--- config.mk ---
export PLATFORM = sky130hd
export DESIGN_NAME = irst_cell
export DESIGN_NICKNAME = d
export VERILOG_FILES = /design/src/rtl/irst_pkg.sv /design/src/rtl/irst_cell.sv
export SDC_FILE = /design/constraint.sdc
export NUM_CORES = 1
export LEC_CHECK = 0
export BUFFER_PORTS_ARGS = -buffer_cell sky130_fd_sc_hd__buf_2
export CAP_MARGIN = 30
export CORE_ASPECT_RATIO = 1.75
export CORE_MARGIN = 2
export CORE_UTILIZATION = 35
export CTS_CLUSTER_DIAMETER = 200
export DETAILED_ROUTE_END_ITERATION = 16
export GPL_ROUTABILITY_DRIVEN = 0
export HOLD_SLACK_MARGIN = 0.03
export PLACE_DENSITY = 0.74
export SLEW_MARGIN = 20
export SYNTH_ARGS = -nofsm -noshare
export SYNTH_HDL_FRONTEND = slang
export SYNTH_SLANG_ARGS = --single-unit
--- constraint.sdc ---
create_clock -name clk -period 3 [get_ports clk]
set_clock_uncertainty 0.1 [all_clocks]
set_input_delay 0 -clock clk [delete_from_list [all_inputs] [get_ports clk]]
set_output_delay 0 -clock clk [all_outputs]
set_load 0.005 [all_outputs]
--- src/rtl/irst_pkg.sv ---
// Package for the interval set table: status codes, kinds and shared types.
// No dependencies.
package irst_pkg;

  localparam logic [31:0] U32_MAX = 32'hFFFF_FFFF;

  localparam logic KIND_LOOKUP = 1'b0;
  localparam logic KIND_INSERT = 1'b1;

  localparam logic [1:0] ST_OK      = 2'd0;
  localparam logic [1:0] ST_FULL    = 2'd1;
  localparam logic [1:0] ST_BAD_RNG = 2'd2;

  // command broadcast from the controller to every cell
  typedef struct packed {
    logic        shift;    // open a slot at split_key
    logic [31:0] split_key;
    logic        mark;     // mark every interval in [mark_lo, mark_hi]
    logic [31:0] mark_lo;
    logic [31:0] mark_hi;
  } cell_cmd_t;

  // per-cell status returned to the controller
  typedef struct packed {
    logic valid;
    logic ge;     // bound >= probe key
    logic eq;     // bound == probe key
    logic marked;
  } cell_stat_t;

endpackage

--- src/rtl/irst_cell.sv ---
// One table cell: a bound, its mark and a valid bit; takes its left
// neighbor's contents on a shift. Depends on irst_pkg.
module irst_cell
  import irst_pkg::*;
(
  input  logic        clk,
  input  logic        rst_n,
  input  logic        is_first,
  input  cell_cmd_t   cmd,
  input  logic [31:0] probe,
  input  logic        left_valid,
  input  logic [31:0] left_key,
  input  logic        left_marked,
  input  logic        left_ge,     // left neighbor bound >= split key
  output logic [31:0] key_o,
  output cell_stat_t  stat
);

  logic        valid_r, valid_nxt;
  logic        marked_r, marked_nxt;
  logic [31:0] key_r, key_nxt;
  logic        here_ge;

  assign here_ge = key_r >= cmd.split_key;

  // shift right of the split point, insert split key at the first slot
  always_comb begin
    valid_nxt  = valid_r;
    marked_nxt = marked_r;
    key_nxt    = key_r;
    if (cmd.shift) begin
      if (valid_r && here_ge) begin
        if (!is_first && left_valid && left_ge) begin
          key_nxt    = left_key;
          marked_nxt = left_marked;
        end else begin
          key_nxt    = cmd.split_key;
          marked_nxt = marked_r;
        end
      end else if (!valid_r && left_valid) begin
        valid_nxt  = 1'b1;
        key_nxt    = left_key;
        marked_nxt = left_marked;
      end
    end else if (cmd.mark && valid_r) begin
      // interval lower edge lies at or below hi, upper bound at or above lo
      if (key_r >= cmd.mark_lo && (is_first || !left_valid || left_key < cmd.mark_hi))
        marked_nxt = 1'b1;
    end
  end

  always_ff @(posedge clk) begin
    if (!rst_n) begin
      valid_r  <= is_first;
      marked_r <= 1'b0;
      key_r    <= U32_MAX;
    end else begin
      valid_r  <= valid_nxt;
      marked_r <= marked_nxt;
      key_r    <= key_nxt;
    end
  end

  assign key_o       = key_r;
  assign stat.valid  = valid_r;
  assign stat.ge     = valid_r && (key_r >= probe);
  assign stat.eq     = valid_r && (key_r == probe);
  assign stat.marked = marked_r;

endmodule

==> impl_summary.txt, run 1 <==
----------------------------------------------------
[Setup path]
  Sequence of cells on the critical path ... inv_2, ha_4, nand2b_4, a2111oi_2, buf_4, or4b_1, and4_1, o31a_1, nand3b_4, buf_12, nor2b_4, o311a_1
  Largest stage delay, worst path ... approximately 0.48 ns
  Worst setup startpoint ... key_o[0]$_SDFFE_PN1P_
  Total buffers and inverters traversed by the critical path ... 3
  Critical path depth in cells ... 12
  Reg2Reg Depth ... 12
  Cell family contributing the most delay on the critical path ... simple AND/OR/NAND/NOR gates
  Flop2flop setup slack ... around 0.039 ns
  CP max FO ... 5
  Worst flop-to-flop path endpoint ... marked_r$_SDFFE_PN0P_
  Slowest library cell on the worst path ... or4b_1
  Capture point of the worst path ... marked_r$_SDFFE_PN0P_
  Reg2reg start ... key_o[0]$_SDFFE_PN1P_
  Worst setup EP type ... flop
  Required time reported for the critical path endpoint ... just over 3 ns
  Kind of launch point of the worst setup path ... flop
  Critical path start-end classification ... reg -> reg
  Arrival time worst endpoint ... 3.03 ns

[Logic synthesis]
  Number of register bits inferred by synthesis ... 34
  Number of enable flip-flop cells after synthesis ... 1
  Netlist Area Pre-Place ... 0.00475 mm²
  Synthesized area per cell ... about 7.9 µm²
  Synth Instances ... between 500 and 600
  Post-synth net total ... between 800 and 900
  Leading register cell type out of synthesis ... dfxtp_1
  Number of distinct standard cells referenced by the synthesized netlist ... 42
  Synthesis warning total ... 0
  Register area share after synthesis ... between 10% and 20%
  Share of async-settable or async-resettable flops after synthesis ... 0%

[Floorplan]
  Placeable Area ... ~0.013 mm²
  Standard-cell rows ... between 50 and 60
  DIE AREA ... about 0.015 mm²
  Number of placed I/O pins ... a little over 200
  Effective utilization at floorplan ... between 30% and 40%
  Floorplan die height ... 158 µm
  Chip width ... about 92 µm

[Clock tree]
  Clock edge transition at the registers on the reported setup and hold paths ... roughly 0.060 ns
  Buffer levels on the longest clock path ... 2
  Number of buffers inserted during clock tree synthesis ... 5
  H-tree levels ... 2
  Clock root buffer ... clkbuf_16
  CTS tree ... done
  Source-to-sink clock delay at the later pin of the worst-skew pair ... 0.29 ns
  Number of sinks handled by clock tree synthesis ... 34

[Final layout]
  Final standard cell count with taps included and fillers excluded ... approximately 1100
  Fin util ... 53.0%
  Share of cells above drive strength 1 ... ~29%
  Area used by multi-input combinational logic ... about 0.0036 mm²
  Net count, final ... roughly 1200
  Seq. cell area ... 698 µm²
  Relative area change from synthesis to final layout ... 48.5%
  Number of inserted filler cells in the final layout ... 1243
  Most common cell after layout, fill and taps aside ... buf_2
  Most frequent cells in the layout ... buf_2 (198), inv_1 (123), ha_1 (121)

[STA]
  Ratio of final minimum period to clock period ... approximately 100%
  Relative slew slack ... between 50% and 60%
  Actual transition at the worst max-transition pin ... 0.685 ns
  Final min period ... ~3.0 ns
  Timing-limited maximum frequency ... approximately 340 MHz
  Final setup TNS ... 0 ns
  Setup repair after global routing missed its margin ... yes
  Count of endpoints failing hold in the final timing report ... 0
  Worst hold margin ... between 0.05 and 0.06 ns
  Setup violation total in the final timing report ... 0
  Final count of pins violating max slew ... 0

[Flow run]
  Max_cap viols ... 0

[Drt]
  Post-detailed-route DRC marker count ... 0
  1st-pass router iterations ... 5
  Routed length per instance ... approximately 15 µm
  Post-detailed-route via-to-cell ratio ... 4.99
  Post-Route WL ... roughly 16000 µm
  Remaining antenna violation count after routing ... 0
  Routed vias ... between 5000 and 6000
  Detailed Route Iter0 Violations ... around 140

[Power]
  Peak supply drop ... 200 µV
  LEAKAGE ... about 0.0040 µW
  Total power ... ~2300 µW
  PwrDens ... 329 mW/mm²

[Place]
  Final HPWL DP ... around 13000 µm
  # port buffers ... around 200
  # placed instances ... just under 1000

[Global routing]
  Global route total overflow ... 0
  Maximum number of pins on one net before global-route repair ... 36
  Global-route wire length before repair ... between 20000 and 25000 µm
  Initial antenna violation count ... 2
  Number of global-route vias before repair ... approximately 5500
  Global Route Usage Sum ... a little over a fifth

[Run status]
  Status ... finished, final reports clean

[Min path]
  Min-delay worst type ... in -> reg

----------------------------------------------------
-- flip-flops by register name, summed over array words and instances, names as in the netlist --
register  count
marked_r      1
valid_r       1
key_o        32
-- cells by family after synthesis --
family	synth area share (%)
muxes	6.75
and+or+nand+nor	13.1
DFF	14.5
AOI/OAI and AO/OA	19.6
adders and majority gates	33.5
buffers and inverters	12.6
-- worst min-delay path by stage --
| stage | start | end | slack (ns) | cells past startpoint |
|---|---|---|---|---|
| finish | cmd[97] | marked_r$_SDFFE_PN0P_ | 0.05 | 3 |
| global route | cmd[97] | marked_r$_SDFFE_PN0P_ | 0.07 | 3 |
| CTS | cmd[97] | valid_r$_SDFFCE_PP1P_ | 0.03 | 3 |
| detailed placement | is_first | valid_r$_SDFFCE_PP1P_ | 0.18 | 2 |
| global placement | is_first | valid_r$_SDFFCE_PP1P_ | 0.18 | 2 |
| floorplan | is_first | valid_r$_SDFFCE_PP1P_ | 0.08 | 1 |
-- worst reg2reg max path, stage by stage, from the launching register on --
cell       delay (ns)
dfxtp_2          0.34
inv_2            0.05
ha_4             0.25
nand2b_4         0.11
a2111oi_2        0.07
buf_4            0.13
or4b_1           0.48
and4_1           0.21
o31a_1           0.25
nand3b_4         0.25
buf_12           0.21
nor2b_4          0.12
o311a_1          0.29
-- through the flow --
stage | area, µm² | setup slack (ns)
6_report | 7050 | 0.0389
5_1_grt | 7050 | -0.0320
4_1_cts | 6870 | 0.00247
3_5_place_dp | 6030 | 0.0230
3_3_place_gp | 6030 | 0.0721
2_1_floorplan | 4750 | 0.340
-- Yosys cell counts (2+ instances only) --
master | instances | area, µm²
a211o_1 | 2 | 17.5
a21o_1 | 21 | 158
nand3_1 | 7 | 35.0
nand2b_1 | 2 | 12.5
or2_2 | 2 | 12.5
o21ai_0 | 19 | 95.1
inv_1 | 125 | 469
nor2b_1 | 8 | 50.1
buf_2 | 2 | 10.0
a221oi_1 | 3 | 26.3
buf_6 | 6 | 67.6
a2111oi_0 | 4 | 35.0
clkbuf_1 | 4 | 15.0
o21a_1 | 6 | 45.0
a221o_1 | 2 | 20.0
and4_1 | 5 | 43.8
and3_1 | 3 | 18.8
nor2_1 | 14 | 52.6
a211oi_1 | 2 | 15.0
a21oi_1 | 40 | 200
nand4_1 | 15 | 93.8
dfxtp_1 | 33 | 661
ha_1 | 127 | 1590
nor3_1 | 2 | 10.0
mux2i_1 | 32 | 320
o211ai_1 | 34 | 255
buf_4 | 5 | 37.5
nand2_1 | 60 | 225
-- power by group --
part           internal [µW]  switching (µW)
registers                507            66.4
clock network            393             215
logic                    594             542
-- repair_timing --
action	CTS	global route
setup buffers	0	1
gates cloned	0	2
hold buffers	67	0
pin swaps	0	4
resized for setup	1	25
endpoints found under the setup margin	1	33
hold endpoints to repair	35	0
-- metal layers --
| layer | global-route usage, % | wire length (µm) |
|---|---|---|
| met1 | 20.7 | 5780 |
| met2 | 43.9 | 9010 |
| met3 | 2.90 | 732 |
| met4 | 10.0 | 602 |
| met5 | 0 | 0 |
-- final cells by class --
class	instances	area share [%]
Antenna cell	2	0.0710
Timing Repair Buffer	287	27.1
Multi-Input combinational cell	423	50.8
Inverter	125	6.66
Clock inverter	2	0.532
Sequential cell	34	9.90
Tap cell	174	3.09
Clock buffer	6	1.83
(Power assumes the default switching activity.)
==> run 2, diff against run 1 <==
MAX_ROUTING_LAYER = met4   (was unset)
==> impl_summary.txt, run 2 (synthesis gave the netlist of run 1 again) <==
----------------------------------------------------
[Final layout]
  Most frequent cells in the layout ... buf_2 (198), inv_1 (123), ha_1 (121)
  Max reg flops ... 32
  Relative area change from synthesis to final layout ... 48.5%
  Most common cell after layout, fill and taps aside ... buf_2
  Net count, final ... between 1000 and 1500
  Final standard cell count with taps included and fillers excluded ... around 1100
  Share of cells above drive strength 1 ... approximately 29%
  Number of inserted filler cells in the final layout ... 1243

[Power]
  LEAKAGE ... 0.00399 µW
  PwrDens ... 329 mW/mm²
  Peak supply drop ... between 150 and 200 µV

[Drt]
  Post-detailed-route DRC marker count ... 0
  Highest Signal Layer ... met4
  Remaining antenna violation count after routing ... 0
  Routed length per instance ... between 15 and 20 µm
  Post-Route WL ... 16200 µm
  Routed vias ... around 5300
  Routed length on met3 ... between 600 and 700 µm
  Detailed Route Iter0 Violations ... about 120
  Routed length on met2 ... 9040 µm
  Post-detailed-route via-to-cell ratio ... about 5
  1st-pass router iterations ... 4
  Met1 Wirelength ... around 5900 µm

[STA]
  Ratio of final minimum period to clock period ... 98.5%
  Worst hold margin ... ~0.059 ns
  Relative slew slack ... 51.6%
  Setup violation total in the final timing report ... 0
  Actual transition at the worst max-transition pin ... 0.726 ns
  Count of endpoints failing hold in the final timing report ... 0
  Setup repair after global routing missed its margin ... yes
  Final min period ... about 3 ns
  Final count of pins violating max slew ... 0
  Final setup TNS ... 0 ns
  Timing-limited maximum frequency ... between 300 and 400 MHz

[Clock tree]
  Clock edge transition at the registers on the reported setup and hold paths ... ~0.060 ns
  H-tree levels ... 2
  Number of buffers inserted during clock tree synthesis ... 5
  Source-to-sink clock delay at the later pin of the worst-skew pair ... 0.28 ns
  Buffer levels on the longest clock path ... 2
  CTS tree ... done
  Number of sinks handled by clock tree synthesis ... 34
  Clock root buffer ... clkbuf_16

[Setup path]
  Kind of launch point of the worst setup path ... flop
  Capture point of the worst path ... marked_r$_SDFFE_PN0P_
  Required time reported for the critical path endpoint ... 3.07 ns
  Worst flop-to-flop path endpoint ... marked_r$_SDFFE_PN0P_
  Critical path start-end classification ... reg -> reg
  Worst setup EP type ... flop
  CP max FO ... 5
  Reg2Reg Depth ... 12
  Worst setup startpoint ... key_o[0]$_SDFFE_PN1P_
  Reg2reg start ... key_o[0]$_SDFFE_PN1P_
  Flop2flop setup slack ... around 0.044 ns
  Arrival time worst endpoint ... a little over 3 ns

[Floorplan]
  Standard-cell rows ... 56
  DIE AREA ... 0.0146 mm²
  Placeable Area ... 0.0133 mm²
  Effective utilization at floorplan ... 35.7%
  Number of placed I/O pins ... roughly 200
  Chip width ... 92.0 µm
  Floorplan die height ... 158 µm

[Global routing]
  Maximum number of pins on one net before global-route repair ... 36
  Initial antenna violation count ... 2
  Number of global-route vias before repair ... ~5500
  Global route total overflow ... 0
  Global-route wire length before repair ... about 25000 µm
  Global Route Usage Sum ... 22.1%

[Place]
  # port buffers ... 203
  # placed instances ... 978
  Final HPWL DP ... 12800 µm

[Run status]
  Status ... finished, final reports clean

[Min path]
  Min-delay worst type ... in -> reg

[Flow run]
  Max_cap viols ... 0

----------------------------------------------------
-- run 2: final cells by class --
class / count / area (µm²) / share of cell area (%)
Antenna cell: 2 / 5.00 / 0.0710
Clock buffer: 6 / 129 / 1.83
Clock inverter: 2 / 37.5 / 0.532
Inverter: 125 / 469 / 6.66
Multi-Input combinational cell: 423 / 3580 / 50.8
Sequential cell: 34 / 698 / 9.90
Tap cell: 174 / 218 / 3.09
Timing Repair Buffer: 287 / 1910 / 27.1
-- run 2: metal layers --
layer	vias to the layer above	GRT usage, %
li1	2666	-
met1	2380	21.2
met2	181	43.8
met3	37	2.24
met4	0	10.0
met5	-	-
-- run 2: metrics by stage --
stage	cell area [µm²]	setup WS, ns	utilization (%)	total power (µW)
after floorplan	4750	0.340	-	1190
after global placement	6030	0.0721	45.3	1560
after detailed placement	6030	0.0230	45.3	1580
after CTS	6870	0.00247	51.6	2260
after global routing	7050	-0.0317	53.0	2510
final	7050	0.0436	53.0	2320
-- run 2: repair_timing --
action                                 CTS  global route
endpoints found under the hold margin   35             0
pin swaps                                0             4
hold buffers                            67             0
buffers inserted                         0             1
cloned                                   0             2
setup endpoints to repair                1            33
gates resized for setup                  1            25
-- run 2: worst min path at each step --
stage          depth (start not counted)                     to  slack, ns     start
5_1_grt                                3  marked_r$_SDFFE_PN0P_       0.07   cmd[97]
2_1_floorplan                          1  valid_r$_SDFFCE_PP1P_       0.08  is_first
3_5_place_dp                           2  valid_r$_SDFFCE_PP1P_       0.18  is_first
6_report                               3  marked_r$_SDFFE_PN0P_       0.06   cmd[97]
3_3_place_gp                           2  valid_r$_SDFFCE_PP1P_       0.18  is_first
4_1_cts                                3  valid_r$_SDFFCE_PP1P_       0.03   cmd[97]
-- run 2: worst max-delay path, cell delays in order (launching register included) --
cell	delay [ns]
dfxtp_2	0.34
inv_2	0.05
ha_4	0.25
nand2b_4	0.11
a2111oi_2	0.07
buf_4	0.13
or4b_1	0.48
and4_1	0.21
o31a_1	0.25
nand3b_4	0.25
buf_12	0.20
nor2b_4	0.12
o311a_1	0.29
-- run 2: power by group --
part | internal (µW) | switching [µW] | leakage, µW
sequential | 507 | 66.5 | 0.000282
clock | 393 | 212 | 0.0000771
combinational | 595 | 543 | 0.00363
==> run 3, diff against run 2 <==
BUFFER_PORTS_ARGS = -buffer_cell sky130_fd_sc_hd__clkbuf_2   (was -buffer_cell sky130_fd_sc_hd__buf_2)
==> impl_summary.txt, run 3 (synthesis gave the netlist of run 1 again) <==
----------------------------------------------------
[STA]
  Worst hold margin ... about 0.0017 ns
  Setup violation total in the final timing report ... 0
  Final count of pins violating max slew ... 0
  Setup repair after global routing missed its margin ... yes
  Ratio of final minimum period to clock period ... around 98%
  Relative slew slack ... between 40% and 50%
  Timing-limited maximum frequency ... 340 MHz
  Actual transition at the worst max-transition pin ... 0.847 ns
  Final min period ... 2.94 ns
  Count of endpoints failing hold in the final timing report ... 0

[Setup path]
  Arrival time worst endpoint ... between 3 and 4 ns
  Worst setup EP type ... flop
  Required time reported for the critical path endpoint ... just over 3 ns
  Total buffers and inverters traversed by the critical path ... 1
  Critical path start-end classification ... reg -> reg
  Cell family contributing the most delay on the critical path ... simple AND/OR/NAND/NOR gates
  Sequence of cells on the critical path ... ha_4, nand4_1, nor3_4, or4b_1, and4_1, o31a_1, nand3b_4, buf_12, nor2b_4, o311a_1
  CP max FO ... 4
  Largest stage delay, worst path ... 0.45 ns
  Kind of launch point of the worst setup path ... flop
  Slowest library cell on the worst path ... or4b_1

[Floorplan]
  Floorplan die height ... approximately 160 µm
  Number of placed I/O pins ... ~200
  Standard-cell rows ... 56
  Chip width ... 92.0 µm
  Effective utilization at floorplan ... a little over a third
  DIE AREA ... 0.0146 mm²
  Placeable Area ... between 0.01 and 0.015 mm²

[Power]
  Peak supply drop ... 216 µV
  LEAKAGE ... 0.00410 µW
  Total power ... between 2000 and 2500 µW
  PwrDens ... roughly 320 mW/mm²

[Clock tree]
  H-tree levels ... 2
  CTS tree ... done
  Buffer levels on the longest clock path ... 2
  Number of buffers inserted during clock tree synthesis ... 5
  Clock root buffer ... clkbuf_16
  Clock edge transition at the registers on the reported setup and hold paths ... 0.06 ns
  Number of sinks handled by clock tree synthesis ... 34
  Source-to-sink clock delay at the later pin of the worst-skew pair ... 0.29 ns

[Global routing]
  Global-route wire length before repair ... roughly 25000 µm
  Number of global-route vias before repair ... between 5000 and 6000
  Initial antenna violation count ... 0
  Maximum number of pins on one net before global-route repair ... 36
  Global Route Usage Sum ... 22.1%
  Global route total overflow ... 0

[Final layout]
  Most common cell after layout, fill and taps aside ... clkbuf_2
  Share of cells above drive strength 1 ... between 20 and 30%
  Fin util ... a little over half
  Most frequent cells in the layout ... clkbuf_2 (198), inv_1 (123), ha_1 (121)
  Net count, final ... approximately 1200
  Relative area change from synthesis to final layout ... 50.0%
  Diode insertion count for antenna repair ... 0
  Max reg flops ... 32

[Drt]
  Post-Route WL ... roughly 16000 µm
  Post-detailed-route via-to-cell ratio ... about 5
  Routed length per instance ... 15.3 µm
  1st-pass router iterations ... 4
  Routed vias ... ~5300
  Post-detailed-route DRC marker count ... 0
  Remaining antenna violation count after routing ... 0
  Detailed Route Iter0 Violations ... between 100 and 150

[Run status]
  Status ... finished, final reports clean

[Place]
  # port buffers ... between 200 and 250
  Final HPWL DP ... ~13000 µm

[Flow run]
  Max_cap viols ... 0

[Min path]
  Min-delay worst type ... in -> reg

----------------------------------------------------
## run 3: cell count changes in the layout (fill, tap and decap cells not counted), sizes merged
cell / change
clkbuf: +197
buf: -186
diode: -2
bufinv: -1
clkinv: +1
dlymetal6s4s: -1
## run 3: final timing paths
check	cells past startpoint	end	slack, ns	startpoint
worst max-delay path	10	marked_r$_SDFFE_PN0P_	0.06	key_o[14]$_SDFFE_PN1P_
worst min-delay path	3	valid_r$_SDFFCE_PP1P_	0.002	left_valid
worst max register to register	10	marked_r$_SDFFE_PN0P_	0.06	key_o[14]$_SDFFE_PN1P_
worst min register to register	2	key_o[0]$_SDFFE_PN1P_	0.40	key_o[0]$_SDFFE_PN1P_
## run 3: routing by layer
metal / GRT usage (%) / part of all wire (%) / vias to the layer above
met1: 20.8 / 36 / 2420
met3: 2.38 / 4.0 / 40
met5: - / 0 / -
li1: - / - / 2672
met2: 43.7 / 56 / 177
met4: 10.7 / 4.2 / 0
## run 3: cell type report
type / count / area, µm²
tap: 174 / 218
inverter: 125 / 469
timing repair buffer: 297 / 1990
clock inverter: 2 / 12.5
clock buffer: 6 / 139
sequential: 34 / 696
multi-input combinational: 423 / 3600
fill: 1222 / 6190
## run 3: timing repair
action                                 4_1_cts  5_1_grt
endpoints found under the hold margin       34        0
cloned                                       0        1
setup endpoints to repair                    1       34
hold buffers                                66        0
buffers inserted                             0        3
gates resized for setup                      2       27
pin swaps                                    0       10
## run 3: worst register-to-register path: stages, from the launching register on
cell and delay [ns]:
dfxtp_2 0.33, ha_4 0.27, nand4_1 0.17, nor3_4 0.21, or4b_1 0.45, and4_1 0.18, o31a_1 0.29, nand3b_4 0.21
buf_12 0.17, nor2b_4 0.12, o311a_1 0.34
## run 3: through the flow
step / instances / TNS (ns) / cell area [µm²] / worst slack, ns
final: 1061 / 0 / 7120 / 0.0571
after global routing: 1061 / -0.998 / 7120 / -0.105
after CTS: 1062 / 0 / 6940 / 0.00736
after detailed placement: 988 / 0 / 6120 / 0.0440
after global placement: 988 / 0 / 6120 / 0.0991
after floorplan: 599 / 0 / 4750 / 0.340
## run 3: report_power, final
group	switching (µW)	internal [µW]
registers	55.5	507
logic	566	619
clock network	216	329
