<file path="config.mk">
export PLATFORM = sky130hd
export DESIGN_NAME = irst_ctrl_flat
export DESIGN_NICKNAME = d
export VERILOG_FILES = /design/src/rtl/irst_pkg.sv /design/src/rtl/irst_if.sv /design/src/rtl/irst_ctrl.sv /design/src/flat_wrapper.sv
export SDC_FILE = /design/constraint.sdc
export NUM_CORES = 1
export LEC_CHECK = 0
export BUFFER_PORTS_ARGS = -buffer_cell sky130_fd_sc_hd__buf_4
export CAP_MARGIN = 25
export CORE_AREA = 2 2 179 181
export CTS_CLUSTER_DIAMETER = 60
export DETAILED_ROUTE_END_ITERATION = 16
export DIE_AREA = 0 0 181 183
export PLACE_DENSITY = 0.56
export REMOVE_ABC_BUFFERS = 1
export SLEW_MARGIN = 20
export SYNTH_ARGS = -nofsm -noshare
export SYNTH_HDL_FRONTEND = slang
export SYNTH_SLANG_ARGS = --single-unit
</file>
<file path="constraint.sdc">
create_clock -name clk -period 5.7 [get_ports clk]
set_clock_uncertainty 0.2 [all_clocks]
set_input_delay 0.285 -clock clk [delete_from_list [all_inputs] [get_ports clk]]
set_output_delay 0.285 -clock clk [all_outputs]
set_load 0.01 [all_outputs]
</file>
<file path="src/rtl/irst_pkg.sv">
// Package for the interval set table: status codes, kinds and shared types.
// No dependencies.
package irst_pkg;

  localparam logic [31:0] U32_MAX = 32'hFFFF_FFFF;

  localparam logic KIND_LOOKUP = 1'b0;
  localparam logic KIND_INSERT = 1'b1;

  localparam logic [1:0] ST_OK      = 2'd0;
  localparam logic [1:0] ST_FULL    = 2'd1;
  localparam logic [1:0] ST_BAD_RNG = 2'd2;

  // command broadcast from the controller to every cell
  typedef struct packed {
    logic        shift;    // open a slot at split_key
    logic [31:0] split_key;
    logic        mark;     // mark every interval in [mark_lo, mark_hi]
    logic [31:0] mark_lo;
    logic [31:0] mark_hi;
  } cell_cmd_t;

  // per-cell status returned to the controller
  typedef struct packed {
    logic valid;
    logic ge;     // bound >= probe key
    logic eq;     // bound == probe key
    logic marked;
  } cell_stat_t;

endpackage

</file>
<file path="src/rtl/irst_if.sv">
// Valid/ready channel interfaces for the interval set table.
// No dependencies; the interfaces do not use irst_pkg.
interface irst_in_if;
  logic        valid;
  logic        ready;
  logic        kind;
  logic [31:0] first_addr;
  logic [31:0] last_addr;
  modport source (output valid, kind, first_addr, last_addr, input ready);
  modport sink   (input valid, kind, first_addr, last_addr, output ready);
endinterface

interface irst_out_if;
  logic       valid;
  logic       ready;
  logic       member;
  logic [1:0] status;
  modport source (output valid, member, status, input ready);
  modport sink   (input valid, member, status, output ready);
endinterface

</file>
<file path="src/rtl/irst_ctrl.sv">
// Sequencer: probes the cell row, issues split and mark commands, builds
// the result word. Depends on irst_pkg.
module irst_ctrl
  import irst_pkg::*;
#(
  parameter int N = 64
) (
  input  logic         clk,
  input  logic         rst_n,
  irst_in_if.sink      in_ch,
  irst_out_if.source   out_ch,
  input  cell_stat_t   stat [N],
  output logic [31:0]  probe,
  output cell_cmd_t    cmd
);

  localparam int CW = $clog2(N + 1);

  localparam logic [2:0] S_IDLE  = 3'd0;
  localparam logic [2:0] S_CHKLO = 3'd1;
  localparam logic [2:0] S_CHKHI = 3'd2;
  localparam logic [2:0] S_SPLLO = 3'd3;
  localparam logic [2:0] S_SPLHI = 3'd4;
  localparam logic [2:0] S_MARK  = 3'd5;
  localparam logic [2:0] S_OUT   = 3'd6;

  logic [2:0]    state_r, state_nxt;
  logic          kind_r;
  logic [31:0]   first_r, last_r;
  logic          need_lo_r, need_lo_nxt;
  logic          member_r, member_nxt;
  logic [1:0]    status_r, status_nxt;
  logic [CW-1:0] count_r, count_nxt;
  logic          out_valid_r, out_valid_nxt;
  logic          out_member_r;
  logic [1:0]    out_status_r;
  logic          out_load;
  logic          hit_any, hit_eq, hit_mark;
  logic          need_hi;
  logic [CW:0]   total;

  // first cell with bound >= probe: its eq and mark
  always_comb begin
    hit_any  = 1'b0;
    hit_eq   = 1'b0;
    hit_mark = 1'b0;
    for (int i = 0; i < N; i++) begin
      if (stat[i].ge && !hit_any) begin
        hit_any  = 1'b1;
        hit_eq   = stat[i].eq;
        hit_mark = stat[i].marked;
      end
    end
  end

  assign need_hi = !hit_eq;
  assign total   = {1'b0, count_r} + (CW+1)'(need_lo_r) + (CW+1)'(need_hi);

  // lookups probe the address itself, inserts probe first-1 then last
  always_comb begin
    unique case (state_r)
      S_CHKLO:          probe = (kind_r == KIND_LOOKUP) ? first_r : first_r - 32'd1;
      S_SPLLO:          probe = first_r - 32'd1;
      S_CHKHI, S_SPLHI: probe = last_r;
      default:          probe = first_r;
    endcase
  end

  always_comb begin
    state_nxt     = state_r;
    need_lo_nxt   = need_lo_r;
    member_nxt    = member_r;
    status_nxt    = status_r;
    count_nxt     = count_r;
    out_valid_nxt = out_valid_r;
    cmd           = '0;
    cmd.split_key = probe;
    cmd.mark_lo   = first_r;
    cmd.mark_hi   = last_r;
    if (out_valid_r && out_ch.ready) out_valid_nxt = 1'b0;
    unique case (state_r)
      S_IDLE: if (in_ch.valid) state_nxt = S_CHKLO;
      S_CHKLO: begin
        member_nxt = 1'b0;
        status_nxt = ST_OK;
        if (kind_r == KIND_LOOKUP) begin
          member_nxt = hit_mark;
          state_nxt  = S_OUT;
        end else if (first_r > last_r) begin
          status_nxt = ST_BAD_RNG;
          state_nxt  = S_OUT;
        end else begin
          need_lo_nxt = (first_r != 32'd0) && !hit_eq;
          state_nxt   = S_CHKHI;
        end
      end
      S_CHKHI: begin
        if (total > (CW+1)'(N)) begin
          status_nxt = ST_FULL;
          state_nxt  = S_OUT;
        end else state_nxt = S_SPLLO;
      end
      S_SPLLO: begin
        if (need_lo_r) begin
          cmd.shift = 1'b1;
          count_nxt = count_r + CW'(1);
        end
        state_nxt = S_SPLHI;
      end
      S_SPLHI: begin
        if (!hit_eq) begin
          cmd.shift = 1'b1;
          count_nxt = count_r + CW'(1);
        end
        state_nxt = S_MARK;
      end
      S_MARK: begin
        cmd.mark  = 1'b1;
        state_nxt = S_OUT;
      end
      S_OUT: if (!out_valid_r || out_ch.ready) begin
        out_valid_nxt = 1'b1;
        state_nxt     = S_IDLE;
      end
      default: state_nxt = S_IDLE;
    endcase
  end

  assign out_load = (state_r == S_OUT) && (!out_valid_r || out_ch.ready);

  // capture the word on accept; load the result register when it frees up
  always_ff @(posedge clk) begin
    if (in_ch.valid && in_ch.ready) begin
      kind_r  <= in_ch.kind;
      first_r <= in_ch.first_addr;
      last_r  <= in_ch.last_addr;
    end
    if (out_load) begin
      out_member_r <= member_r;
      out_status_r <= status_r;
    end
    need_lo_r <= need_lo_nxt;
    member_r  <= member_nxt;
    status_r  <= status_nxt;
  end

  always_ff @(posedge clk) begin
    if (!rst_n) begin
      state_r     <= S_IDLE;
      count_r     <= CW'(1);
      out_valid_r <= 1'b0;
    end else begin
      state_r     <= state_nxt;
      count_r     <= count_nxt;
      out_valid_r <= out_valid_nxt;
    end
  end

  assign in_ch.ready   = (state_r == S_IDLE);
  assign out_ch.valid  = out_valid_r;
  assign out_ch.member = out_member_r;
  assign out_ch.status = out_status_r;

  a_count_bound: assert property (@(posedge clk) disable iff (!rst_n)
    count_r <= CW'(N)) else $error("entry count above table size");
  a_out_hold: assert property (@(posedge clk) disable iff (!rst_n)
    out_valid_r && !out_ch.ready |=> out_valid_r) else $error("result dropped");
  a_one_item: assert property (@(posedge clk) disable iff (!rst_n)
    in_ch.valid && in_ch.ready |=> !in_ch.ready) else $error("second word taken");

endmodule

</file>
<file path="src/flat_wrapper.sv">
// flat-port wrapper written by rule: the top's interface ports become plain ports
module irst_ctrl_flat import irst_pkg::*;
#(
  parameter int N = 64
)
  (clk, rst_n, stat, probe, cmd, in_ch_valid, in_ch_kind, in_ch_first_addr, in_ch_last_addr, in_ch_ready, out_ch_valid, out_ch_member, out_ch_status, out_ch_ready);
  irst_in_if in_ch_i ();
  irst_out_if out_ch_i ();
  input  logic clk;
  input  logic rst_n;
  input  cell_stat_t stat[N];
  output logic [31:0] probe;
  output cell_cmd_t cmd;
  input wire logic [$bits(in_ch_i.valid)-1:0] in_ch_valid;
  input wire logic [$bits(in_ch_i.kind)-1:0] in_ch_kind;
  input wire logic [$bits(in_ch_i.first_addr)-1:0] in_ch_first_addr;
  input wire logic [$bits(in_ch_i.last_addr)-1:0] in_ch_last_addr;
  output wire logic [$bits(in_ch_i.ready)-1:0] in_ch_ready;
  output wire logic [$bits(out_ch_i.valid)-1:0] out_ch_valid;
  output wire logic [$bits(out_ch_i.member)-1:0] out_ch_member;
  output wire logic [$bits(out_ch_i.status)-1:0] out_ch_status;
  input wire logic [$bits(out_ch_i.ready)-1:0] out_ch_ready;
  assign in_ch_i.valid = in_ch_valid;
  assign in_ch_i.kind = in_ch_kind;
  assign in_ch_i.first_addr = in_ch_first_addr;
  assign in_ch_i.last_addr = in_ch_last_addr;
  assign in_ch_ready = in_ch_i.ready;
  assign out_ch_valid = out_ch_i.valid;
  assign out_ch_member = out_ch_i.member;
  assign out_ch_status = out_ch_i.status;
  assign out_ch_i.ready = out_ch_ready;
  irst_ctrl #(.N(N)) u_core (.clk(clk), .rst_n(rst_n), .in_ch(in_ch_i), .out_ch(out_ch_i), .stat(stat), .probe(probe), .cmd(cmd));
endmodule
</file>
==> results of run 1 <==
## final cells by class
type	instances	area, sq um
Fill cell	3262	20000
Tap cell	402	503
Clock buffer	9	225
Clock inverter	7	92.6
Sequential cell	83	2380
Multi-Input combinational cell	636	4140
Antenna cell	1	2.50
Timing Repair Buffer	467	3670
Inverter	59	221
## per-stage QoR
step,cells,hold WS [ns]
3_3_place_gp,1582,0.205
6_report,1664,0.0157
4_1_cts,1663,0.00343
2_1_floorplan,778,0.165
3_5_place_dp,1582,0.205
5_1_grt,1663,0.0123
## layout by cell type (no fill, tap or decap), drive strengths merged, types with 6 or more instances in the layout
master / count
nor2: 54
inv: 59
dlygate4sd3: 65
nand2b: 15
o21a: 6
buf: 402
a22oi: 6
clkbuf: 9
a2111oi: 8
a221o: 17
or3: 14
mux2i: 12
dfxtp: 11
nor2b: 19
ha: 35
nand3: 14
nor3: 44
edfxtp: 72
nand3b: 9
and3: 7
o211ai: 8
o31ai: 7
nor4: 19
nor3b: 6
a211oi: 11
nand2: 97
o21ai: 64
a21oi: 58
a21o: 11
nand4: 12
## worst max-delay path: cells and delay by family
| family | cells | cell delay, ns |
|---|---|---|
| adder cells (fa/ha/maj) | 2 | 0.65 |
| AO/OA/AOI/OAI | 7 | 1.46 |
| AND/OR/NAND/NOR | 8 | 2.06 |
| buffers and inverters | 1 | 0.13 |
## registers in the layout (all words and copies together) (netlist names)
name,count
u_core.status_r,2
u_core.need_lo_r,1
u_core.out_ch.member,1
u_core.state_r,3
u_core.count_r,7
u_core.out_ch.valid,1
u_core.kind_r,1
u_core.member_r,1
u_core.last_r,32
u_core.out_ch.status,2
u_core.first_r,32
## what timing repair did
| item | CTS | global route |
|---|---|---|
| endpoints found under the hold margin | 65 | 0 |
| setup endpoints to repair | 0 | 0 |
| hold buffers | 65 | 0 |
| gates resized for setup | 0 | 0 |
## power breakdown
part | leakage [nW] | switching (mW) | internal [mW] | total (mW)
clock network | 0.159 | 0.260 | 0.383 | 0.644
registers | 0.767 | 0.103 | 0.754 | 0.858
logic | 3.94 | 0.612 | 0.596 | 1.21
## cells by family after synthesis
group | Yosys count | share of synthesized area
buffers and inverters | 113 | 0.0780
muxes | 15 | 0.0218
adders and majority gates | 36 | 0.0648
and+or+nand+nor | 335 | 0.257
DFF | 83 | 0.337
AOI/OAI and AO/OA | 250 | 0.242
## routing by layer
| metal | vias to the layer above | routed length [um] |
|---|---|---|
| li1 | 3997 | - |
| met1 | 3858 | 13300 |
| met2 | 277 | 14000 |
| met3 | 51 | 2150 |
| met4 | 6 | 693 |
| met5 | - | 42 |
## worst max-delay path by stage
stage                     slack, ns                 end  cells past startpoint
after global routing           0.71  u_core.status_r[1]                     18
after CTS                      1.05  u_core.status_r[1]                     18
after detailed placement       0.69  u_core.status_r[1]                     18
final                          1.03  u_core.status_r[1]                     18
after floorplan                1.44  u_core.status_r[0]                     17
after global placement         0.79  u_core.status_r[0]                     18
## cells in the mapped netlist (all sizes together) (5+ instances only)
cell      n
o41ai     5
nor2b    19
nor2     54
or2       5
a221o    17
nand4b    5
inv      59
a2111oi   8
a21o     11
dfxtp    11
a21boi    5
nand3    14
o211ai    8
nor3b     6
a211oi   11
o31ai     7
ha       35
a22oi     6
nor3     44
nand2    97
a21oi    58
o21a      6
edfxtp   72
o21ai    64
or3      14
clkbuf   17
mux2i    12
nand3b    9
nand2b   15
nor4     19
nand4    12
buf      37
and3      7
==> impl_metrics.ini, run 1 <==
[global_route]
use_met3 = 0.0459
grt_antenna_before_repair = 4
grt_max_degree = 58
use_met2 = 0.278
grt_pass1_vias = 7830
grt_use_total = 0.174
grt-ovfl-total = 0
met1_usage = 0.230
grt_first_pass_wirelength_um = 45000
grt_busiest_layer = met2

[synthesis]
synth_seq_cells = 83
yosysTopAreaCell = edfxtp_1
synth_ff_type = edfxtp_1
yosysSeqAreaShare = 0.337
avgSynthCellArea_sq_um = 8.50
synth-edff-count = 72
async_flop_share = 0
syn-cell-area_sq_um = 7070
synth_cell_types = 86
synthCells = 832
yosys.area.top_type_share = 0.306
ys_warn_count = 0
synthTopCellsByArea = edfxtp_1 (31%), ha_1 (6.2%), nand2_1 (5.1%)

[routing]
routed_wl_um = 30100
vias = 8189
detail-route-antenna-nets = 0
wl_per_cell_um = 18.1
drt_iter0_markers = 537
drc = 0
vias_per_cell = 4.92
dr.pass1.iters = 6

[timing]
post-route-min-period_ns = 4.67
finalSetupViolations = 0
post-route-period-util = 0.819
worst_pin_slew_ns = 0.772
grt_setup_unrepaired = no
maxSlewViolCount = 0
tns_ns = 0
hold_viol_final = 0
slew_headroom = 0.485
max_freq_mhz = 214
final.setup.worst_slack_ns = 1.03

[worst_setup_path]
arrival_ns = 4.58
crit_path_end_kind = register
crit_chain = buf_4 > nor4_2 > nand4b_4 > or2_1 > a2111oi_0 > a211oi_2 > nand4_1 > nand2_1 > fa_1 > ha_1 > or2_2 > o21ai_0 > a311oi_1 > o21ai_0 > a21oi_1 > a31oi_1 > nor3_1 > or2_2
worstSetupPathType = in -> reg
reg2regPathDepth = 9
critical-path-slowest-cell = a2111oi_0
critPathRequiredTime_ns = 5.61
r2r-start = u_core.first_r[18]
crit_fanout = 7
r2r_slack_ns = 2.47
crit_path_start_kind = input pin
rr_endpoint = u_core.need_lo_r
slowest_delay_ns = 0.59
startpoint = stat[254]

[pwr]
p_per_area_nw_per_um2 = 241
p_leak_nw = 4.87
ir_worst_vdd_v = 0.000145
power_mw = 2.71

[clock_network]
cts.clk_slew.worst_paths_ns = 0.06
htree_levels = 3
cts_buffer_depth = 2
cts.sinks = 83
root_buffer = clkbuf_16
cts_tree = built
cts.repair_timing.setup_buffer_count = 0
numCtsBuffers = 9
clkLatencyLatePin_ns = 0.36

[floorplanning]
dieArea_sq_um = 33100
die_w_um = 181
io_pins = 460
core_sq_um = 31200
dieHeight_um = 183
initial_utilization = 0.226
num_rows = 65

[cells_and_area]
drive_gt1_frac = 0.362
utilization = 0.360
fin_area_sq_um = 11200
area_growth_pct = 58.9
num-nets-final = 1617

[placement]
globalplace.congestion = 0.855
placed_cell_area_sq_um = 10300
io_buffers = 395
pre_cts_ws_ns = 0.689
dp_hpwl_um = 24600

[hold_path]
holdPathEnd = u_core.count_r[0]
hold_depth = 2
hold_start = rst_n
hp-class = in -> reg

[run]
cap_violations = 0

[run_status]
status = finished clean
Note: power is estimated with default switching activity, not from simulation.
==> run 2, diff against run 1 <==
PLACE_DENSITY = 0.58   (was 0.56)
clock period = 4.2 ns   (was 5.7 ns; I/O delays follow)
==> run 2 against run 1 <==
Against the previous run: worst hold slack improved by 0.033 ns; clock power rose by 27%; via count is 4.0% higher; power increased by 36%; die area is the same; sequential share of layout area decreased by 1.0 points; first-iteration DRC count is 14% lower; combinational power increased by 40%; register-to-register slack got worse by 1.5 ns; clock-buffer cell count increased by 1; cell count up 4.4%; critical path type unchanged; largest cell class is now non-clock buffers; largest power group unchanged.
==> impl_metrics.ini, run 2 (synthesized netlist as in run 1, its figures left out) <==
[run_status]
status = finished clean

[pwr]
seq_power_share = 0.317
power.internal_mw = 2.33
p_sw_frac = 0.366
p_sw_mw = 1.35
p_comb_frac = 0.462
p_per_area_nw_per_um2 = 311
power.share.clock = 0.222
p_leak_nw = 5.21
ir_worst_vdd_v = 0.000194

[worst_setup_path]
crit_path_end_kind = register
arrival_ns = 3.86
crit_path_start_kind = input pin
crit_fanout = 3
worstSetupPathType = in -> reg
critical-path-slowest-cell = or4_4
critPathRequiredTime_ns = 4.12
slowest_delay_ns = 0.55
crit_chain = buf_4 > or4_4 > nand4b_4 > or3_4 > buf_4 > nor2_4 > a2bb2oi_1 > nand4_1 > nand2_2 > fa_2 > ha_1 > or2_2 > o21ai_0 > a311oi_1 > o21ai_1 > a21oi_1 > a31oi_1 > nor3_1 > or2_2

[routing]
vias = 8513
drc = 0
detail-route-antenna-nets = 0
dr.pass1.iters = 5
routed_wl_um = 30900
wl_per_cell_um = 17.8
drt_iter0_markers = 463
vias_per_cell = 4.90

[clock_network]
numCtsBuffers = 9
htree_levels = 3
root_buffer = clkbuf_16
clkLatencyLatePin_ns = 0.35
cts_buffer_depth = 2
cts_tree = built
cts.sinks = 83
cts.repair_timing.setup_buffer_count = 0
cts.clk_slew.worst_paths_ns = 0.07

[global_route]
grt_antenna_before_repair = 2
grt_use_total = 0.178
grt_pass1_vias = 8350
grt_first_pass_wirelength_um = 46400
grt_max_degree = 35
grt-ovfl-total = 0

[placement]
io_buffers = 395
globalplace.congestion = 0.901
dp_hpwl_um = 25400
placed_cells = 1653

[cells_and_area]
regArea_sq_um = 2380
final_cell_mix = buf_4 (473), nand2_1 (96), edfxtp_1 (72)
multiInputGateArea_sq_um = 4200
biggestRegsByFlops = u_core.first_r (32), u_core.last_r (32), u_core.count_r (7)
num-nets-final = 1689
instances_no_fill = 1737
drive_gt1_frac = 0.398
fill_cells = 3253
final_common_cell = buf_4
area_growth_pct = 67.1

[floorplanning]
io_pins = 460
initial_utilization = 0.226
die_w_um = 181
num_rows = 65
dieHeight_um = 183
core_sq_um = 31200
dieArea_sq_um = 33100

[timing]
max_freq_mhz = 253
grt_setup_unrepaired = no
finalSetupViolations = 0
worst_pin_slew_ns = 0.994
hold_viol_final = 0
maxSlewViolCount = 0
post-route-min-period_ns = 3.95
slew_headroom = 0.336
tns_ns = 0
post-route-period-util = 0.940

[run]
cap_violations = 0

[hold_path]
hp-class = in -> reg
run 2: cell types whose count changed in the layout (fill, tap and decap cells not counted), sizes merged:
cell | previous run | this run
dlygate4sd3 | 65 | 66
clkinv | 5 | 2
clkbuf | 9 | 10
diode | 1 | 2
clkinvlp | 0 | 3
buf | 402 | 473
bufinv | 2 | 1
run 2: layer usage:
| metal | vias to the layer above | global-route usage | wire length, um |
|---|---|---|---|
| met5 | - | 0 | 0 |
| met4 | 0 | 0.0537 | 756 |
| met3 | 42 | 0.0338 | 1750 |
| met2 | 304 | 0.293 | 14700 |
| met1 | 4029 | 0.236 | 13700 |
| li1 | 4138 | - | - |
run 2: worst max-delay path: cells and delay by family:
| family | cells | cell delay, ns |
|---|---|---|
| AO/OA/AOI/OAI | 6 | 0.76 |
| buffers and inverters | 2 | 0.27 |
| AND/OR/NAND/NOR | 9 | 2.10 |
| adder cells (fa/ha/maj) | 2 | 0.53 |
run 2: path summary, 6_finish.rpt:
path	from	to	slack, ns	depth (start not counted)
setup / recovery	stat[166]	u_core.status_r[0]	0.25	19
hold / removal	out_ch_ready	u_core.out_ch.valid	0.05	3
setup reg to reg	u_core.first_r[18]	u_core.need_lo_r	0.96	9
hold reg to reg	u_core.status_r[1]	u_core.out_ch.status[1]	0.23	0
run 2: power by group through the flow:
stage | logic, mW | clock network, mW | registers, mW
after CTS | 1.70 | 0.831 | 1.16
final | 1.70 | 0.815 | 1.16
after floorplan | 0.673 | 0 | 1.17
after global routing | 1.84 | 0.861 | 1.18
after global placement | 1.62 | 0 | 1.18
after detailed placement | 1.64 | 0 | 1.18
run 2: through the flow:
stage	total power, mW	area [sq um]	worst slack, ns	util	hold slack, ns
floorplan	1.84	6740	0.0105	-	0.0900
global placement	2.80	10800	-0.183	0.346	0.189
detailed placement	2.82	10800	-0.281	0.346	0.189
CTS	3.69	11800	0.0744	0.377	0.0470
global route	3.88	11800	0.00125	0.378	0.0824
finish	3.67	11800	0.252	0.378	0.0488
run 2: final cells by class:
cell class / count / area share
Antenna cell: 2 / 0.000423
Clock buffer: 10 / 0.0194
Clock inverter: 6 / 0.00561
Inverter: 59 / 0.0187
Multi-Input combinational cell: 636 / 0.355
Sequential cell: 83 / 0.202
Tap cell: 402 / 0.0426
Timing Repair Buffer: 539 / 0.356
run 2: repair_timing:
item / CTS / global route
resized for setup: 0 / 10
endpoints found under the hold margin: 70 / 0
hold buffers: 66 / 0
setup endpoints to repair: 0 / 4
==> run 3, diff against run 2 <==
--- a/config.mk
+++ b/config.mk
@@ -8,3 +8,2 @@
 export BUFFER_PORTS_ARGS = -buffer_cell sky130_fd_sc_hd__buf_4
-export CAP_MARGIN = 25
 export CORE_AREA = 2 2 179 181
@@ -15,3 +14,3 @@
 export REMOVE_ABC_BUFFERS = 1
-export SLEW_MARGIN = 20
+export SLEW_MARGIN = 30
 export SYNTH_ARGS = -nofsm -noshare
--- a/constraint.sdc
+++ b/constraint.sdc
@@ -4,2 +4,2 @@
 set_output_delay 0.21 -clock clk [all_outputs]
-set_load 0.01 [all_outputs]
+set_load 0.1 [all_outputs]
==> run 3 against run 2 <==
Against the previous run: worst hold slack better by 0.022 ns; register-to-register slack worse by 0.04 ns; critical path depth down 1; worst setup slack worse by 0.10 ns; combinational power increased by 120%; sequential power about the same; core utilization increased by 0.056 points; fmax shrank 2.5%; critical path type unchanged; largest cell class unchanged; highest routed layer unchanged.
==> impl_metrics.ini, run 3 (synthesized netlist as in run 1, its figures left out) <==
[clock_network]
cts_tree = built
htree_levels = 3
clkLatencyLatePin_ns = 0.34
cts_buffer_depth = 2
numCtsBuffers = 9
root_buffer = clkbuf_16
cts.repair_timing.setup_buffer_count = 0
cts.clk_slew.worst_paths_ns = 0.07
cts.sinks = 83

[hold_path]
hp-class = in -> reg
hold_start = out_ch_ready
holdPathEnd = u_core.out_ch.valid
hold_depth = 3

[global_route]
grt-ovfl-total = 0
grt_max_degree = 66
grt_pass1_vias = 8293
grt_use_total = 0.178
grt_antenna_before_repair = 3
grt_first_pass_wirelength_um = 46300

[worst_setup_path]
rr_endpoint = u_core.need_lo_r
worstSetupPathType = in -> reg
r2r_slack_ns = 0.92
crit_path_start_kind = input pin
arrival_ns = 3.94
crit_fanout = 3
crit_path_end_kind = register
r2r-start = u_core.first_r[18]
reg2regPathDepth = 9
critPathRequiredTime_ns = 4.09

[floorplanning]
io_pins = 460
num_rows = 65
initial_utilization = 0.226
dieHeight_um = 183
core_sq_um = 31200
die_w_um = 181
dieArea_sq_um = 33100

[pwr]
ir_worst_vdd_v = 0.000591
p_leak_nw = 5.25
p_per_area_nw_per_um2 = 482
power_mw = 5.71

[routing]
dr.pass1.iters = 5
drc = 0
routed_wl_um = 31000
drt_iter0_markers = 511
vias = 8540
vias_per_cell = 4.91
wl_per_cell_um = 17.8
detail-route-antenna-nets = 0

[timing]
final.setup.worst_slack_ns = 0.152
slew_headroom = 0.409
finalSetupViolations = 0
worst_pin_slew_ns = 0.885
tns_ns = 0
hold_viol_final = 0
max_freq_mhz = 247
maxSlewViolCount = 0
post-route-min-period_ns = 4.05
post-route-period-util = 0.964
grt_setup_unrepaired = no

[placement]
io_buffers = 395
dp_hpwl_um = 25300
pre_cts_ws_ns = -0.281
globalplace.congestion = 0.906
placed_cell_area_sq_um = 10800

[cells_and_area]
final_common_cell = buf_4
final_cell_mix = buf_4 (476), nand2_1 (96), edfxtp_1 (72)
num-nets-final = 1692
fin_area_sq_um = 11800
area_growth_pct = 67.4
fill_cells = 3219
biggestRegsByFlops = u_core.first_r (32), u_core.last_r (32), u_core.count_r (7)
drive_gt1_frac = 0.397

[run]
cap_violations = 0

[run_status]
status = finished clean
run 3: worst max path at each step:
stage / from / end / depth (start not counted)
2_1_floorplan: u_core.first_r[0] / cmd[67] / 9
3_3_place_gp: stat[166] / u_core.status_r[1] / 18
3_5_place_dp: stat[166] / u_core.status_r[1] / 18
4_1_cts: stat[166] / u_core.state_r[0] / 18
5_1_grt: stat[166] / u_core.status_r[1] / 19
6_report: stat[166] / u_core.status_r[1] / 18
run 3: power breakdown:
group / internal [mW] / total, mW / switching (mW)
Combinational: 0.861 / 3.67 / 2.81
Clock: 0.538 / 0.872 / 0.334
Sequential: 1.02 / 1.16 / 0.138
Total: 2.42 / 5.71 / 3.28
run 3: area by class of cell:
| cell class | instances | area, sq um | area share |
|---|---|---|---|
| flip-flops and latches | 83 | 2380 | 0.201 |
| clock inverters | 4 | 73.8 | 0.00624 |
| inverters | 59 | 221 | 0.0187 |
| clock buffers | 12 | 246 | 0.0208 |
| multi-input cells | 636 | 4170 | 0.352 |
| diodes | 2 | 5.00 | 0.000423 |
| well taps | 402 | 503 | 0.0425 |
| repair buffers | 542 | 4230 | 0.358 |
run 3: critical path, stage by stage:
cell	delay (ns)
buf_4	0.11
or4_4	0.55
nand4b_4	0.20
or3_4	0.43
a2111oi_2	0.30
a211oi_2	0.08
nand4_1	0.12
nand2_2	0.08
fa_2	0.34
ha_1	0.20
or2_2	0.26
o21ai_0	0.11
a311oi_1	0.12
o21ai_0	0.15
a21oi_1	0.10
a31oi_1	0.19
nor3_1	0.06
or2_2	0.32
run 3: repair_timing:
action                                  in CTS  in global routing
endpoints found under the setup margin       0                  3
gates resized for setup                      0                  6
hold endpoints to repair                    68                  0
hold buffers                                66                  0
run 3: routing by layer:
metal	up-vias	wire, um	part of all wire	global-route usage
met5	-	0	0	0
met1	4086	13700	0.44	0.233
met3	45	1640	0.053	0.0336
li1	4133	-	-	-
met2	276	14900	0.48	0.297
met4	0	804	0.026	0.0537
run 3: through the flow:
step           hold slack [ns]  std cells   util
2_1_floorplan           0.0900        778      -
3_3_place_gp             0.189       1656  0.347
3_5_place_dp             0.189       1656  0.347
4_1_cts                 0.0860       1738  0.378
5_1_grt                  0.124       1738  0.379
6_report                0.0704       1740  0.379
